### src/hw/rtl/gbcr_pkg.sv
// ============================================================================
// gbcr_pkg - gyro bias calibrate/remove shared definitions
// Register map codes, controller states and the command/status bundles that
// pass between the controller and the datapath.
// ============================================================================
package gbcr_pkg;

  // APB port geometry
  localparam int unsigned ADDR_BITS   = 4;
  localparam int unsigned DATA_BITS   = 32;

  // calib_count value after reset
  localparam int unsigned CALIB_RESET = 5000;

  // x, y, z
  localparam int unsigned NUM_AXES    = 3;

  // Register index (byte address / 4)
  typedef enum logic [1:0] {
    REG_CALIB_COUNT = 2'd0,
    REG_BIAS_X      = 2'd1,
    REG_BIAS_Y      = 2'd2,
    REG_BIAS_Z      = 2'd3
  } reg_idx_t;

  // Controller states
  typedef enum logic [1:0] {
    ST_IDLE,
    ST_LOAD,
    ST_DIV,
    ST_WRITE
  } state_t;

  // Controller -> datapath
  typedef struct packed {
    logic accept;
    logic load;
    logic step;
    logic write;
  } dp_cmd_t;

  // Datapath -> controller
  typedef struct packed {
    logic last_sample;
    logic out_free;
  } dp_status_t;

endpackage

### src/hw/rtl/gbcr_rate_if.sv
// ============================================================================
// gbcr_rate_if - gyro sample channel
// Valid/ready channel carrying one three-axis rate sample per request.
// ============================================================================
interface gbcr_rate_if #(
  parameter int SAMPLE_BITS = 16
);
  logic                          valid;
  logic                          ready;
  logic signed [SAMPLE_BITS-1:0] rate_x;
  logic signed [SAMPLE_BITS-1:0] rate_y;
  logic signed [SAMPLE_BITS-1:0] rate_z;

  modport source (output valid, output rate_x, output rate_y, output rate_z, input ready);
  modport sink   (input valid, input rate_x, input rate_y, input rate_z, output ready);
endinterface

### src/hw/rtl/gbcr_corr_if.sv
// ============================================================================
// gbcr_corr_if - corrected rate channel
// Valid/ready channel carrying one bias-corrected sample per request.
// ============================================================================
interface gbcr_corr_if #(
  parameter int SAMPLE_BITS = 16
);
  logic                        valid;
  logic                        ready;
  logic signed [SAMPLE_BITS:0] corrected_x;
  logic signed [SAMPLE_BITS:0] corrected_y;
  logic signed [SAMPLE_BITS:0] corrected_z;
  logic                        ready_res;

  modport source (output valid, output corrected_x, output corrected_y, output corrected_z,
                  output ready_res, input ready);
  modport sink   (input valid, input corrected_x, input corrected_y, input corrected_z,
                  input ready_res, output ready);
endinterface

### src/hw/rtl/gbcr_regs.sv
// ============================================================================
// gbcr_regs - configuration register file
// APB-style write/read access to the calibration count and preset biases.
// ============================================================================
module gbcr_regs #(
  parameter int SAMPLE_BITS = 16,
  parameter int COUNT_BITS  = 16
) (
  input  logic                              clk,
  input  logic                              rst,
  input  logic                              psel,
  input  logic                              penable,
  input  logic                              pwrite,
  input  logic [gbcr_pkg::ADDR_BITS-1:0]    paddr,
  input  logic [gbcr_pkg::DATA_BITS-1:0]    pwdata,
  output logic [gbcr_pkg::DATA_BITS-1:0]    prdata,
  output logic                              pready,
  output logic [COUNT_BITS-1:0]             calib_count,
  output logic signed [SAMPLE_BITS-1:0]     preset_bias_x,
  output logic signed [SAMPLE_BITS-1:0]     preset_bias_y,
  output logic signed [SAMPLE_BITS-1:0]     preset_bias_z
);
  import gbcr_pkg::*;

  reg_idx_t idx;
  logic     wr_en;

  assign idx    = reg_idx_t'(paddr[ADDR_BITS-1:2]);
  assign pready = 1'b1;
  assign wr_en  = psel && penable && pwrite && pready;

  // Write registers on the access phase
  always_ff @(posedge clk) begin
    if (rst) begin
      calib_count   <= COUNT_BITS'(CALIB_RESET);
      preset_bias_x <= '0;
      preset_bias_y <= '0;
      preset_bias_z <= '0;
    end else if (wr_en) begin
      unique case (idx)
        REG_CALIB_COUNT: calib_count   <= pwdata[COUNT_BITS-1:0];
        REG_BIAS_X:      preset_bias_x <= $signed(pwdata[SAMPLE_BITS-1:0]);
        REG_BIAS_Y:      preset_bias_y <= $signed(pwdata[SAMPLE_BITS-1:0]);
        REG_BIAS_Z:      preset_bias_z <= $signed(pwdata[SAMPLE_BITS-1:0]);
        default: ;
      endcase
    end
  end

  // Read back, zero-extended
  always_comb begin
    prdata = '0;
    unique case (idx)
      REG_CALIB_COUNT: prdata[COUNT_BITS-1:0]  = calib_count;
      REG_BIAS_X:      prdata[SAMPLE_BITS-1:0] = preset_bias_x;
      REG_BIAS_Y:      prdata[SAMPLE_BITS-1:0] = preset_bias_y;
      REG_BIAS_Z:      prdata[SAMPLE_BITS-1:0] = preset_bias_z;
      default: ;
    endcase
  end

endmodule

### src/hw/rtl/gbcr_ctrl.sv
// ============================================================================
// gbcr_ctrl - sequencing controller
// Accepts samples and, after the sample that completes calibration, runs the
// datapath divider through load, one quotient bit per step, and write-back.
// ============================================================================
module gbcr_ctrl #(
  parameter int STEPS = 32
) (
  input  logic                 clk,
  input  logic                 rst,
  input  logic                 in_valid,
  input  gbcr_pkg::dp_status_t status,
  output logic                 in_ready,
  output gbcr_pkg::dp_cmd_t    cmd
);
  import gbcr_pkg::*;

  localparam int CW = (STEPS > 1) ? $clog2(STEPS) : 1;
  localparam logic [CW-1:0] LAST_STEP = CW'(STEPS - 1);

  state_t        state;
  state_t        state_next;
  logic [CW-1:0] step_cnt;

  // State and step counter
  always_ff @(posedge clk) begin
    if (rst) begin
      state    <= ST_IDLE;
      step_cnt <= '0;
    end else begin
      state <= state_next;
      if (state == ST_DIV) begin
        step_cnt <= step_cnt + CW'(1);
      end else begin
        step_cnt <= '0;
      end
    end
  end

  // Next state
  always_comb begin
    state_next = state;
    unique case (state)
      ST_IDLE: begin
        if (cmd.accept && status.last_sample) begin
          state_next = ST_LOAD;
        end
      end
      ST_LOAD:  state_next = ST_DIV;
      ST_DIV: begin
        if (step_cnt == LAST_STEP) begin
          state_next = ST_WRITE;
        end
      end
      ST_WRITE: state_next = ST_IDLE;
      default:  state_next = ST_IDLE;
    endcase
  end

  // Outputs
  always_comb begin
    in_ready = 1'b0;
    cmd      = '0;
    unique case (state)
      ST_IDLE: begin
        in_ready   = status.out_free;
        cmd.accept = status.out_free && in_valid;
      end
      ST_LOAD:  cmd.load  = 1'b1;
      ST_DIV:   cmd.step  = 1'b1;
      ST_WRITE: cmd.write = 1'b1;
      default: ;
    endcase
  end

endmodule

### src/hw/rtl/gbcr_datapath.sv
// ============================================================================
// gbcr_datapath - accumulate, divide and correct
// Per-axis accumulators, a radix-2 restoring divider per axis, bias
// subtraction with saturation, and the result output register.
// ============================================================================
module gbcr_datapath #(
  parameter int SAMPLE_BITS = 16,
  parameter int COUNT_BITS  = 16
) (
  input  logic                          clk,
  input  logic                          rst,
  input  logic [COUNT_BITS-1:0]         calib_count,
  input  logic signed [SAMPLE_BITS-1:0] preset_bias_x,
  input  logic signed [SAMPLE_BITS-1:0] preset_bias_y,
  input  logic signed [SAMPLE_BITS-1:0] preset_bias_z,
  input  logic signed [SAMPLE_BITS-1:0] rate_x,
  input  logic signed [SAMPLE_BITS-1:0] rate_y,
  input  logic signed [SAMPLE_BITS-1:0] rate_z,
  input  gbcr_pkg::dp_cmd_t             cmd,
  output gbcr_pkg::dp_status_t          status,
  input  logic                          out_ready,
  output logic                          out_valid,
  output logic signed [SAMPLE_BITS:0]   corrected_x,
  output logic signed [SAMPLE_BITS:0]   corrected_y,
  output logic signed [SAMPLE_BITS:0]   corrected_z,
  output logic                          ready_res
);
  import gbcr_pkg::*;

  localparam int AB = SAMPLE_BITS + COUNT_BITS;  // accumulator
  localparam int OB = SAMPLE_BITS + 1;           // result
  localparam int DB = AB + 1;                    // difference
  localparam logic signed [DB-1:0] LIMIT     = DB'((1 << SAMPLE_BITS) - 1);
  localparam logic signed [DB-1:0] NEG_LIMIT = -LIMIT;

  function automatic logic signed [OB-1:0] sat(input logic signed [DB-1:0] d);
    logic signed [OB-1:0] r;
    if (d > LIMIT) begin
      r = LIMIT[OB-1:0];
    end else if (d < NEG_LIMIT) begin
      r = NEG_LIMIT[OB-1:0];
    end else begin
      r = d[OB-1:0];
    end
    return r;
  endfunction

  logic signed [SAMPLE_BITS-1:0] smp     [NUM_AXES];
  logic signed [SAMPLE_BITS-1:0] pre     [NUM_AXES];
  logic [AB-1:0]                 acc     [NUM_AXES];
  logic [AB-1:0]                 acc_sum [NUM_AXES];
  logic [AB-1:0]                 quo     [NUM_AXES];
  logic [COUNT_BITS-1:0]         rem     [NUM_AXES];
  logic [COUNT_BITS-1:0]         rem_next[NUM_AXES];
  logic                          qbit    [NUM_AXES];
  logic                          neg     [NUM_AXES];
  logic [COUNT_BITS:0]           trial   [NUM_AXES];
  logic [COUNT_BITS:0]           trial_sub[NUM_AXES];
  logic signed [DB-1:0]          diff    [NUM_AXES];
  logic signed [OB-1:0]          res     [NUM_AXES];
  logic [COUNT_BITS-1:0]         seen;
  logic                          preset_mode;
  logic                          calibrating;

  assign smp[0] = rate_x;
  assign smp[1] = rate_y;
  assign smp[2] = rate_z;
  assign pre[0] = preset_bias_x;
  assign pre[1] = preset_bias_y;
  assign pre[2] = preset_bias_z;

  assign preset_mode        = (calib_count == '0);
  assign calibrating        = !preset_mode && (seen < calib_count);
  assign status.last_sample = calibrating && ((seen + COUNT_BITS'(1)) == calib_count);
  assign status.out_free    = !out_valid || out_ready;

  // Per-axis correction, accumulation and divider step
  always_comb begin
    for (int i = 0; i < NUM_AXES; i++) begin
      acc_sum[i] = acc[i] + {{COUNT_BITS{smp[i][SAMPLE_BITS-1]}}, smp[i]};
      if (preset_mode) begin
        diff[i] = {{(DB-SAMPLE_BITS){smp[i][SAMPLE_BITS-1]}}, smp[i]}
                - {{(DB-SAMPLE_BITS){pre[i][SAMPLE_BITS-1]}}, pre[i]};
      end else begin
        diff[i] = {{(DB-SAMPLE_BITS){smp[i][SAMPLE_BITS-1]}}, smp[i]}
                - {acc[i][AB-1], acc[i]};
      end
      if (calibrating) begin
        res[i] = {smp[i][SAMPLE_BITS-1], smp[i]};
      end else begin
        res[i] = sat(diff[i]);
      end
      trial[i]     = {rem[i], quo[i][AB-1]};
      trial_sub[i] = trial[i] - {1'b0, calib_count};
      qbit[i]      = (trial[i] >= {1'b0, calib_count});
      rem_next[i]  = qbit[i] ? trial_sub[i][COUNT_BITS-1:0] : trial[i][COUNT_BITS-1:0];
    end
  end

  // Sample count and accumulators
  always_ff @(posedge clk) begin
    if (rst) begin
      seen <= '0;
      for (int i = 0; i < NUM_AXES; i++) begin
        acc[i] <= '0;
      end
    end else if (cmd.accept && calibrating) begin
      seen <= seen + COUNT_BITS'(1);
      for (int i = 0; i < NUM_AXES; i++) begin
        acc[i] <= acc_sum[i];
      end
    end else if (cmd.write) begin
      // apply the sign back to the quotient magnitude
      for (int i = 0; i < NUM_AXES; i++) begin
        acc[i] <= neg[i] ? (~quo[i] + AB'(1)) : quo[i];
      end
    end
  end

  // Divider: load magnitude, then shift one quotient bit per step
  always_ff @(posedge clk) begin
    for (int i = 0; i < NUM_AXES; i++) begin
      if (cmd.load) begin
        neg[i] <= acc[i][AB-1];
        quo[i] <= acc[i][AB-1] ? (~acc[i] + AB'(1)) : acc[i];
        rem[i] <= '0;
      end else if (cmd.step) begin
        quo[i] <= {quo[i][AB-2:0], qbit[i]};
        rem[i] <= rem_next[i];
      end
    end
  end

  // Output register
  always_ff @(posedge clk) begin
    if (rst) begin
      out_valid <= 1'b0;
    end else if (cmd.accept) begin
      out_valid <= 1'b1;
    end else if (out_ready) begin
      out_valid <= 1'b0;
    end
  end

  // Capture result payload
  always_ff @(posedge clk) begin
    if (cmd.accept) begin
      corrected_x <= res[0];
      corrected_y <= res[1];
      corrected_z <= res[2];
      ready_res   <= !calibrating;
    end
  end

endmodule

### src/hw/rtl/gyro_bias_calibrate_remove_top.sv
// ============================================================================
// gyro_bias_calibrate_remove_top - gyro zero-offset calibration and removal
// Averages the first calib_count samples into a per-axis bias, then
// subtracts it from every later sample; preset biases when the count is zero.
// ============================================================================
// A result is registered and presented in the cycle after its sample is accepted.
// One sample is taken per cycle while the result register is free and no divide runs.
// The sample that completes calibration starts a radix-2 divide of
// SAMPLE_BITS+COUNT_BITS steps; input is held off through the load, divide and
// write-back states and resumes when the controller returns to idle.
// Reset clears the sample count and accumulators and loads register defaults.
module gyro_bias_calibrate_remove_top #(
  parameter int SAMPLE_BITS = 16,
  parameter int COUNT_BITS  = 16
) (
  input  logic                           clk,
  input  logic                           rst,
  gbcr_rate_if.sink                      gyro,
  gbcr_corr_if.source                    corr,
  input  logic                           psel,
  input  logic                           penable,
  input  logic                           pwrite,
  input  logic [gbcr_pkg::ADDR_BITS-1:0] paddr,
  input  logic [gbcr_pkg::DATA_BITS-1:0] pwdata,
  output logic [gbcr_pkg::DATA_BITS-1:0] prdata,
  output logic                           pready
);
  import gbcr_pkg::*;

  logic [COUNT_BITS-1:0]         calib_count;
  logic signed [SAMPLE_BITS-1:0] preset_bias_x;
  logic signed [SAMPLE_BITS-1:0] preset_bias_y;
  logic signed [SAMPLE_BITS-1:0] preset_bias_z;
  dp_cmd_t                       dp_cmd;
  dp_status_t                    dp_status;
  logic                          in_ready;

  gbcr_regs #(
    .SAMPLE_BITS (SAMPLE_BITS),
    .COUNT_BITS  (COUNT_BITS)
  ) u_regs (
    .clk           (clk),
    .rst           (rst),
    .psel          (psel),
    .penable       (penable),
    .pwrite        (pwrite),
    .paddr         (paddr),
    .pwdata        (pwdata),
    .prdata        (prdata),
    .pready        (pready),
    .calib_count   (calib_count),
    .preset_bias_x (preset_bias_x),
    .preset_bias_y (preset_bias_y),
    .preset_bias_z (preset_bias_z)
  );

  gbcr_ctrl #(
    .STEPS (SAMPLE_BITS + COUNT_BITS)
  ) u_ctrl (
    .clk      (clk),
    .rst      (rst),
    .in_valid (gyro.valid),
    .status   (dp_status),
    .in_ready (in_ready),
    .cmd      (dp_cmd)
  );

  gbcr_datapath #(
    .SAMPLE_BITS (SAMPLE_BITS),
    .COUNT_BITS  (COUNT_BITS)
  ) u_datapath (
    .clk           (clk),
    .rst           (rst),
    .calib_count   (calib_count),
    .preset_bias_x (preset_bias_x),
    .preset_bias_y (preset_bias_y),
    .preset_bias_z (preset_bias_z),
    .rate_x        (gyro.rate_x),
    .rate_y        (gyro.rate_y),
    .rate_z        (gyro.rate_z),
    .cmd           (dp_cmd),
    .status        (dp_status),
    .out_ready     (corr.ready),
    .out_valid     (corr.valid),
    .corrected_x   (corr.corrected_x),
    .corrected_y   (corr.corrected_y),
    .corrected_z   (corr.corrected_z),
    .ready_res     (corr.ready_res)
  );

  assign gyro.ready = in_ready;

  // Hold off input while the divider runs after the final calibration sample
  a_div_blocks_input: assert property (@(posedge clk) disable iff (rst)
    (gyro.valid && gyro.ready && dp_status.last_sample) |=> !gyro.ready)
    else $error("sample accepted while bias divide pending");

  // Never overwrite a result that has not been taken
  a_no_overwrite: assert property (@(posedge clk) disable iff (rst)
    (gyro.valid && gyro.ready) |-> (!corr.valid || corr.ready))
    else $error("sample accepted over pending result");

  // Preset mode always yields a corrected result next cycle
  a_preset_ready: assert property (@(posedge clk) disable iff (rst)
    (gyro.valid && gyro.ready && calib_count == '0) |=> (corr.valid && corr.ready_res))
    else $error("preset mode result not flagged ready");

  // Every accepted sample produces a presented result next cycle
  a_result_follows: assert property (@(posedge clk) disable iff (rst)
    (gyro.valid && gyro.ready) |=> corr.valid)
    else $error("accepted sample produced no result");

endmodule

### src/flat_wrapper.sv
// flat-port wrapper written by rule: the top's interface ports become plain ports
module gyro_bias_calibrate_remove_top_flat import gbcr_pkg::*;
#(
  parameter int SAMPLE_BITS = 16,
  parameter int COUNT_BITS  = 16
)
  (clk, rst, psel, penable, pwrite, paddr, pwdata, prdata, pready, gyro_valid, gyro_rate_x, gyro_rate_y, gyro_rate_z, gyro_ready, corr_valid, corr_corrected_x, corr_corrected_y, corr_corrected_z, corr_ready_res, corr_ready);
  gbcr_rate_if #(.SAMPLE_BITS(SAMPLE_BITS)) gyro_i ();
  gbcr_corr_if #(.SAMPLE_BITS(SAMPLE_BITS)) corr_i ();
  input  logic clk;
  input  logic rst;
  input  logic psel;
  input  logic penable;
  input  logic pwrite;
  input  logic [gbcr_pkg::ADDR_BITS-1:0] paddr;
  input  logic [gbcr_pkg::DATA_BITS-1:0] pwdata;
  output logic [gbcr_pkg::DATA_BITS-1:0] prdata;
  output logic pready;
  input wire logic [$bits(gyro_i.valid)-1:0] gyro_valid;
  input wire logic [$bits(gyro_i.rate_x)-1:0] gyro_rate_x;
  input wire logic [$bits(gyro_i.rate_y)-1:0] gyro_rate_y;
  input wire logic [$bits(gyro_i.rate_z)-1:0] gyro_rate_z;
  output wire logic [$bits(gyro_i.ready)-1:0] gyro_ready;
  output wire logic [$bits(corr_i.valid)-1:0] corr_valid;
  output wire logic [$bits(corr_i.corrected_x)-1:0] corr_corrected_x;
  output wire logic [$bits(corr_i.corrected_y)-1:0] corr_corrected_y;
  output wire logic [$bits(corr_i.corrected_z)-1:0] corr_corrected_z;
  output wire logic [$bits(corr_i.ready_res)-1:0] corr_ready_res;
  input wire logic [$bits(corr_i.ready)-1:0] corr_ready;
  assign gyro_i.valid = gyro_valid;
  assign gyro_i.rate_x = gyro_rate_x;
  assign gyro_i.rate_y = gyro_rate_y;
  assign gyro_i.rate_z = gyro_rate_z;
  assign gyro_ready = gyro_i.ready;
  assign corr_valid = corr_i.valid;
  assign corr_corrected_x = corr_i.corrected_x;
  assign corr_corrected_y = corr_i.corrected_y;
  assign corr_corrected_z = corr_i.corrected_z;
  assign corr_ready_res = corr_i.ready_res;
  assign corr_i.ready = corr_ready;
  gyro_bias_calibrate_remove_top #(.SAMPLE_BITS(SAMPLE_BITS), .COUNT_BITS(COUNT_BITS)) u_core (.clk(clk), .rst(rst), .gyro(gyro_i), .corr(corr_i), .psel(psel), .penable(penable), .pwrite(pwrite), .paddr(paddr), .pwdata(pwdata), .prdata(prdata), .pready(pready));
endmodule
### config.mk
export PLATFORM = sky130hd
export DESIGN_NAME = gyro_bias_calibrate_remove_top_flat
export DESIGN_NICKNAME = d
export VERILOG_FILES = /design/src/hw/rtl/gbcr_pkg.sv /design/src/hw/rtl/gbcr_rate_if.sv /design/src/hw/rtl/gbcr_corr_if.sv /design/src/hw/rtl/gbcr_regs.sv /design/src/hw/rtl/gbcr_ctrl.sv /design/src/hw/rtl/gbcr_datapath.sv /design/src/hw/rtl/gyro_bias_calibrate_remove_top.sv /design/src/flat_wrapper.sv
export SDC_FILE = /design/constraint.sdc
export NUM_CORES = 2
export LEC_CHECK = 0
export BUFFER_PORTS_ARGS = -buffer_cell sky130_fd_sc_hd__buf_4
export CELL_PAD_IN_SITES_DETAIL_PLACEMENT = 2
export CELL_PAD_IN_SITES_GLOBAL_PLACEMENT = 2
export CORE_ASPECT_RATIO = 1.75
export CORE_MARGIN = 2
export CORE_UTILIZATION = 42
export DETAILED_ROUTE_END_ITERATION = 16
export GPL_TIMING_DRIVEN = 1
export PLACE_DENSITY_LB_ADDON = 0.15
export SYNTH_ARGS = -nofsm -noshare
export SYNTH_HDL_FRONTEND = slang
export SYNTH_SLANG_ARGS = --single-unit
### constraint.sdc
create_clock -name clk -period 13.4 [get_ports clk]
set_clock_uncertainty 0.05 [all_clocks]
set_input_delay 2.01 -clock clk [delete_from_list [all_inputs] [get_ports clk]]
set_output_delay 2.01 -clock clk [all_outputs]
set_load 0.01 [all_outputs]
==> flow_metrics.tcl <==
set metrics [dict create \
    crit_required_ps 13620 \
    cts_root_buf "clkbuf_16" \
    rr_startpoint "u_core.u_regs.calib_count[0]" \
    netlist_area_um2 35800 \
    postRouteAntennaNets 0 \
    cp-end-kind "flip-flop" \
    worstSetupPathType "in -> reg" \
    antenna_cells 0 \
    status "completed" \
    drive_above_1_share_pct 7.92 \
    grt_max_degree 89 \
    area_delta_synth_final_pct 9.36 \
    synthTopCellsByArea "edfxtp_1 (25%), ha_1 (11%), xnor2_1 (7.2%)" \
    port_buffers 142 \
    cp_max_fo 16 \
    setup_violations 0 \
    drt_first_iter_violations 1560 \
    totalWireLength_um 146000 \
    post-route-period-util_pct 45.0 \
    gr-total-overflow 0 \
    cts_tree "done" \
    fp.dieArea_um2 87700 \
    setup_slack_ps 7370 \
    p_sw_mw 2.63 \
    detailed_place.area_um2 37600 \
    gp_congestion 0.888 \
    yosysTopAreaCell "edfxtp_1" \
    synth_most_common_cell "nand2_1" \
    tightest_slew_ps 1280 \
    comb_power_share_pct 47.9 \
    rsz0062_at_grt "false" \
    cp.arrival_ps 6250 \
    numCtsBuffers 44 \
    syn_inst 4260 \
    cts_resized 0 \
    dp_hpwl_um 111000 \
    core_area_um2 84500 \
    netlist.area_leader.share_pct 24.7 \
    p_int_mw 3.39 \
    cts_hold_buf 0 \
    cts.reportedPaths.clkPinSlew_ps 70 \
    antenna_found_initial 5 \
    clock_latency_ps 670 \
    wl_per_cell_um 27.1 \
    hold_violations 0 \
    cp-startpoint "gyro_rate_x[0]" \
    cts_buffer_depth 3 \
    synth_flop_cell "edfxtp_1" \
    die_x_um 225 \
    timing.slew.headroom_pct 14.3 \
    fin_setup_tns_ps 0 \
    cts_setup_buffers 0 \
    synth-async-reset-ratio_pct 0 \
    period_needed_ps 6030 \
    hold_path.class "reg -> reg" \
    finish.instance_area_um2 39200 \
    first_pass_iters 5 \
    ir_worst_vdd_v 0.000110 \
    final_net_count 4688 \
    track_usage_pct 32.7 \
    utilization_pct 46.3 \
    ys_seq_area_share_pct 29.7 \
    start_util_pct 42.4 \
    num_vias 33400 \
    routed_via_density 6.22 \
    p_sw_share_pct 43.6 \
    p_per_area_nw_per_um2 154 \
    syn_area_per_cell_um2 8.41 \
    maxSlewViolCount 0 \
    ys_ff_latch 383 \
    power_frac_seq_pct 29.2 \
    pwr-share-clk_pct 22.8 \
    rows 141 \
    cp-start-kind "input port" \
    leakage_nw 14.9 \
    drc 0 \
    cap_viol_max_count 0 \
    clock-sinks 383 \
    h-tree-depth 2 \
    grt_pass1_wl_um 221000 \
    clock.fmax_ghz 0.166 \
    first_global_vias 37200 \
    synth_edf_count 295 \
    post-place-ws_ps 6780 \
    ys_types 98 \
    yosys-top-cells-count "nand2_1 (432), nor2_1 (324), a21oi_1 (316), ha_1 (314)" \
    yosysWarningCount 0 \
    total_power_mw 6.02 \
    io_pins 178 \
    dieHeight_um 390 \
    min_from "u_core.u_ctrl.step_cnt[0]" \
]
[registers in the layout, summed over array words and instances, names as in the netlist]
signal and count:
u_core.u_regs.calib_count 16, u_core.u_datapath.rem 48, u_core.u_regs.preset_bias_x 16, u_core.u_ctrl.state 2
u_core.u_datapath.ready_res 1, u_core.u_datapath.corrected_x 17, u_core.u_datapath.neg 3, u_core.u_datapath.quo 96
u_core.u_regs.preset_bias_y 16, u_core.u_datapath.corrected_y 17, u_core.u_datapath.seen 16, u_core.u_datapath.out_valid 1
u_core.u_datapath.acc 96, u_core.u_regs.preset_bias_z 16, u_core.u_datapath.corrected_z 17, u_core.u_ctrl.step_cnt 5
[layout make-up]
class | count | area, um2
fillers | 9508 | 45300
multi-input cells | 3372 | 23200
flip-flops and latches | 383 | 10600
well taps | 1072 | 1340
repair buffers | 173 | 1300
clock buffers | 50 | 1180
inverters | 297 | 1110
clock inverters | 31 | 380
[final timing paths]
kind,slack (ps),endpoint,cells after the start
max reg2reg,7860,u_core.u_datapath.acc[0][63],11
min reg2reg,400,u_core.u_ctrl.step_cnt[0],1
min,400,u_core.u_ctrl.step_cnt[0],1
max,7370,u_core.u_datapath.corrected_x[0],16
[critical path, stage by stage]
cell and delay [ps]:
buf_4 140, inv_1 100, ha_1 230, fa_1 420, nand2b_1 190, a21oi_1 330
o41ai_1 220, o211ai_1 330, nand3b_1 130, a31oi_1 270, nor2_1 60, inv_1 160
nand4_1 100, a2111oi_0 420, a32o_1 670, a32oi_1 440
[metal layers]
metal | up-vias | GRT usage [%] | wire [um] | share of wire (%)
li1 | 15400 | - | - | -
met1 | 16900 | 33.2 | 52800 | 36
met2 | 780 | 62.8 | 78000 | 53
met3 | 393 | 3.91 | 4910 | 3.4
met4 | 10 | 20.4 | 10200 | 7.0
met5 | - | 0 | 60 | 0.041
[metrics by stage]
stage | cells | hold slack (ps)
2_1_floorplan | 4275 | 368
3_3_place_gp | 5297 | 378
3_5_place_dp | 5297 | 396
4_1_cts | 5378 | 408
5_1_grt | 5378 | 442
6_report | 5378 | 402
[power groups by stage]
stage | Sequential [mW] | Clock, mW | Combinational [mW]
after global routing | 1.78 | 1.42 | 3.15
after floorplan | 1.74 | 0 | 2.00
after global placement | 1.76 | 0 | 2.74
after CTS | 1.76 | 1.39 | 2.88
after detailed placement | 1.78 | 0 | 2.84
final | 1.76 | 1.37 | 2.89
[cells in the final DEF, fill, tap and decap left out, types with 14 or more instances in the layout]
| cell type | Yosys | layout |
|---|---|---|
| or4_1 | 31 | 31 |
| nand2_1 | 432 | 432 |
| xor2_1 | 138 | 138 |
| conb_1 | 2 | 17 |
| mux2i_1 | 73 | 73 |
| a211oi_1 | 41 | 41 |
| nand2b_1 | 44 | 43 |
| nand3_1 | 68 | 68 |
| nand4_1 | 61 | 61 |
| a31oi_1 | 31 | 31 |
| mux4_2 | 16 | 16 |
| nor2b_1 | 47 | 47 |
| clkbuf_16 | 0 | 45 |
| o31ai_1 | 74 | 74 |
| o21a_1 | 41 | 41 |
| or3_1 | 53 | 51 |
| o2bb2ai_1 | 16 | 16 |
| buf_4 | 22 | 173 |
| a21oi_1 | 316 | 316 |
| o22ai_1 | 104 | 104 |
| xnor2_1 | 294 | 294 |
| nor2_1 | 324 | 324 |
| inv_1 | 295 | 293 |
| o41ai_1 | 34 | 33 |
| o21ai_0 | 278 | 278 |
| a21o_1 | 55 | 55 |
| o21bai_1 | 53 | 53 |
| dfxtp_1 | 88 | 88 |
| or2_2 | 14 | 14 |
| nor4_1 | 34 | 34 |
| ha_1 | 314 | 312 |
| and3_1 | 37 | 37 |
| o211ai_1 | 22 | 22 |
| edfxtp_1 | 295 | 295 |
| nor3_1 | 81 | 79 |
| a211o_1 | 16 | 15 |
[cells by family after synthesis]
logic type	after synthesis	share of synthesized area, %
mux	91	3.11
flops	383	29.7
compound gates	1227	22.3
fa+ha+maj	326	11.6
other cells	2	0.0210
xor+xnor	432	10.6
simple gates	1279	16.9
buf+inv	520	5.83
No activity file was read; power rests on OpenSTA's default activity.
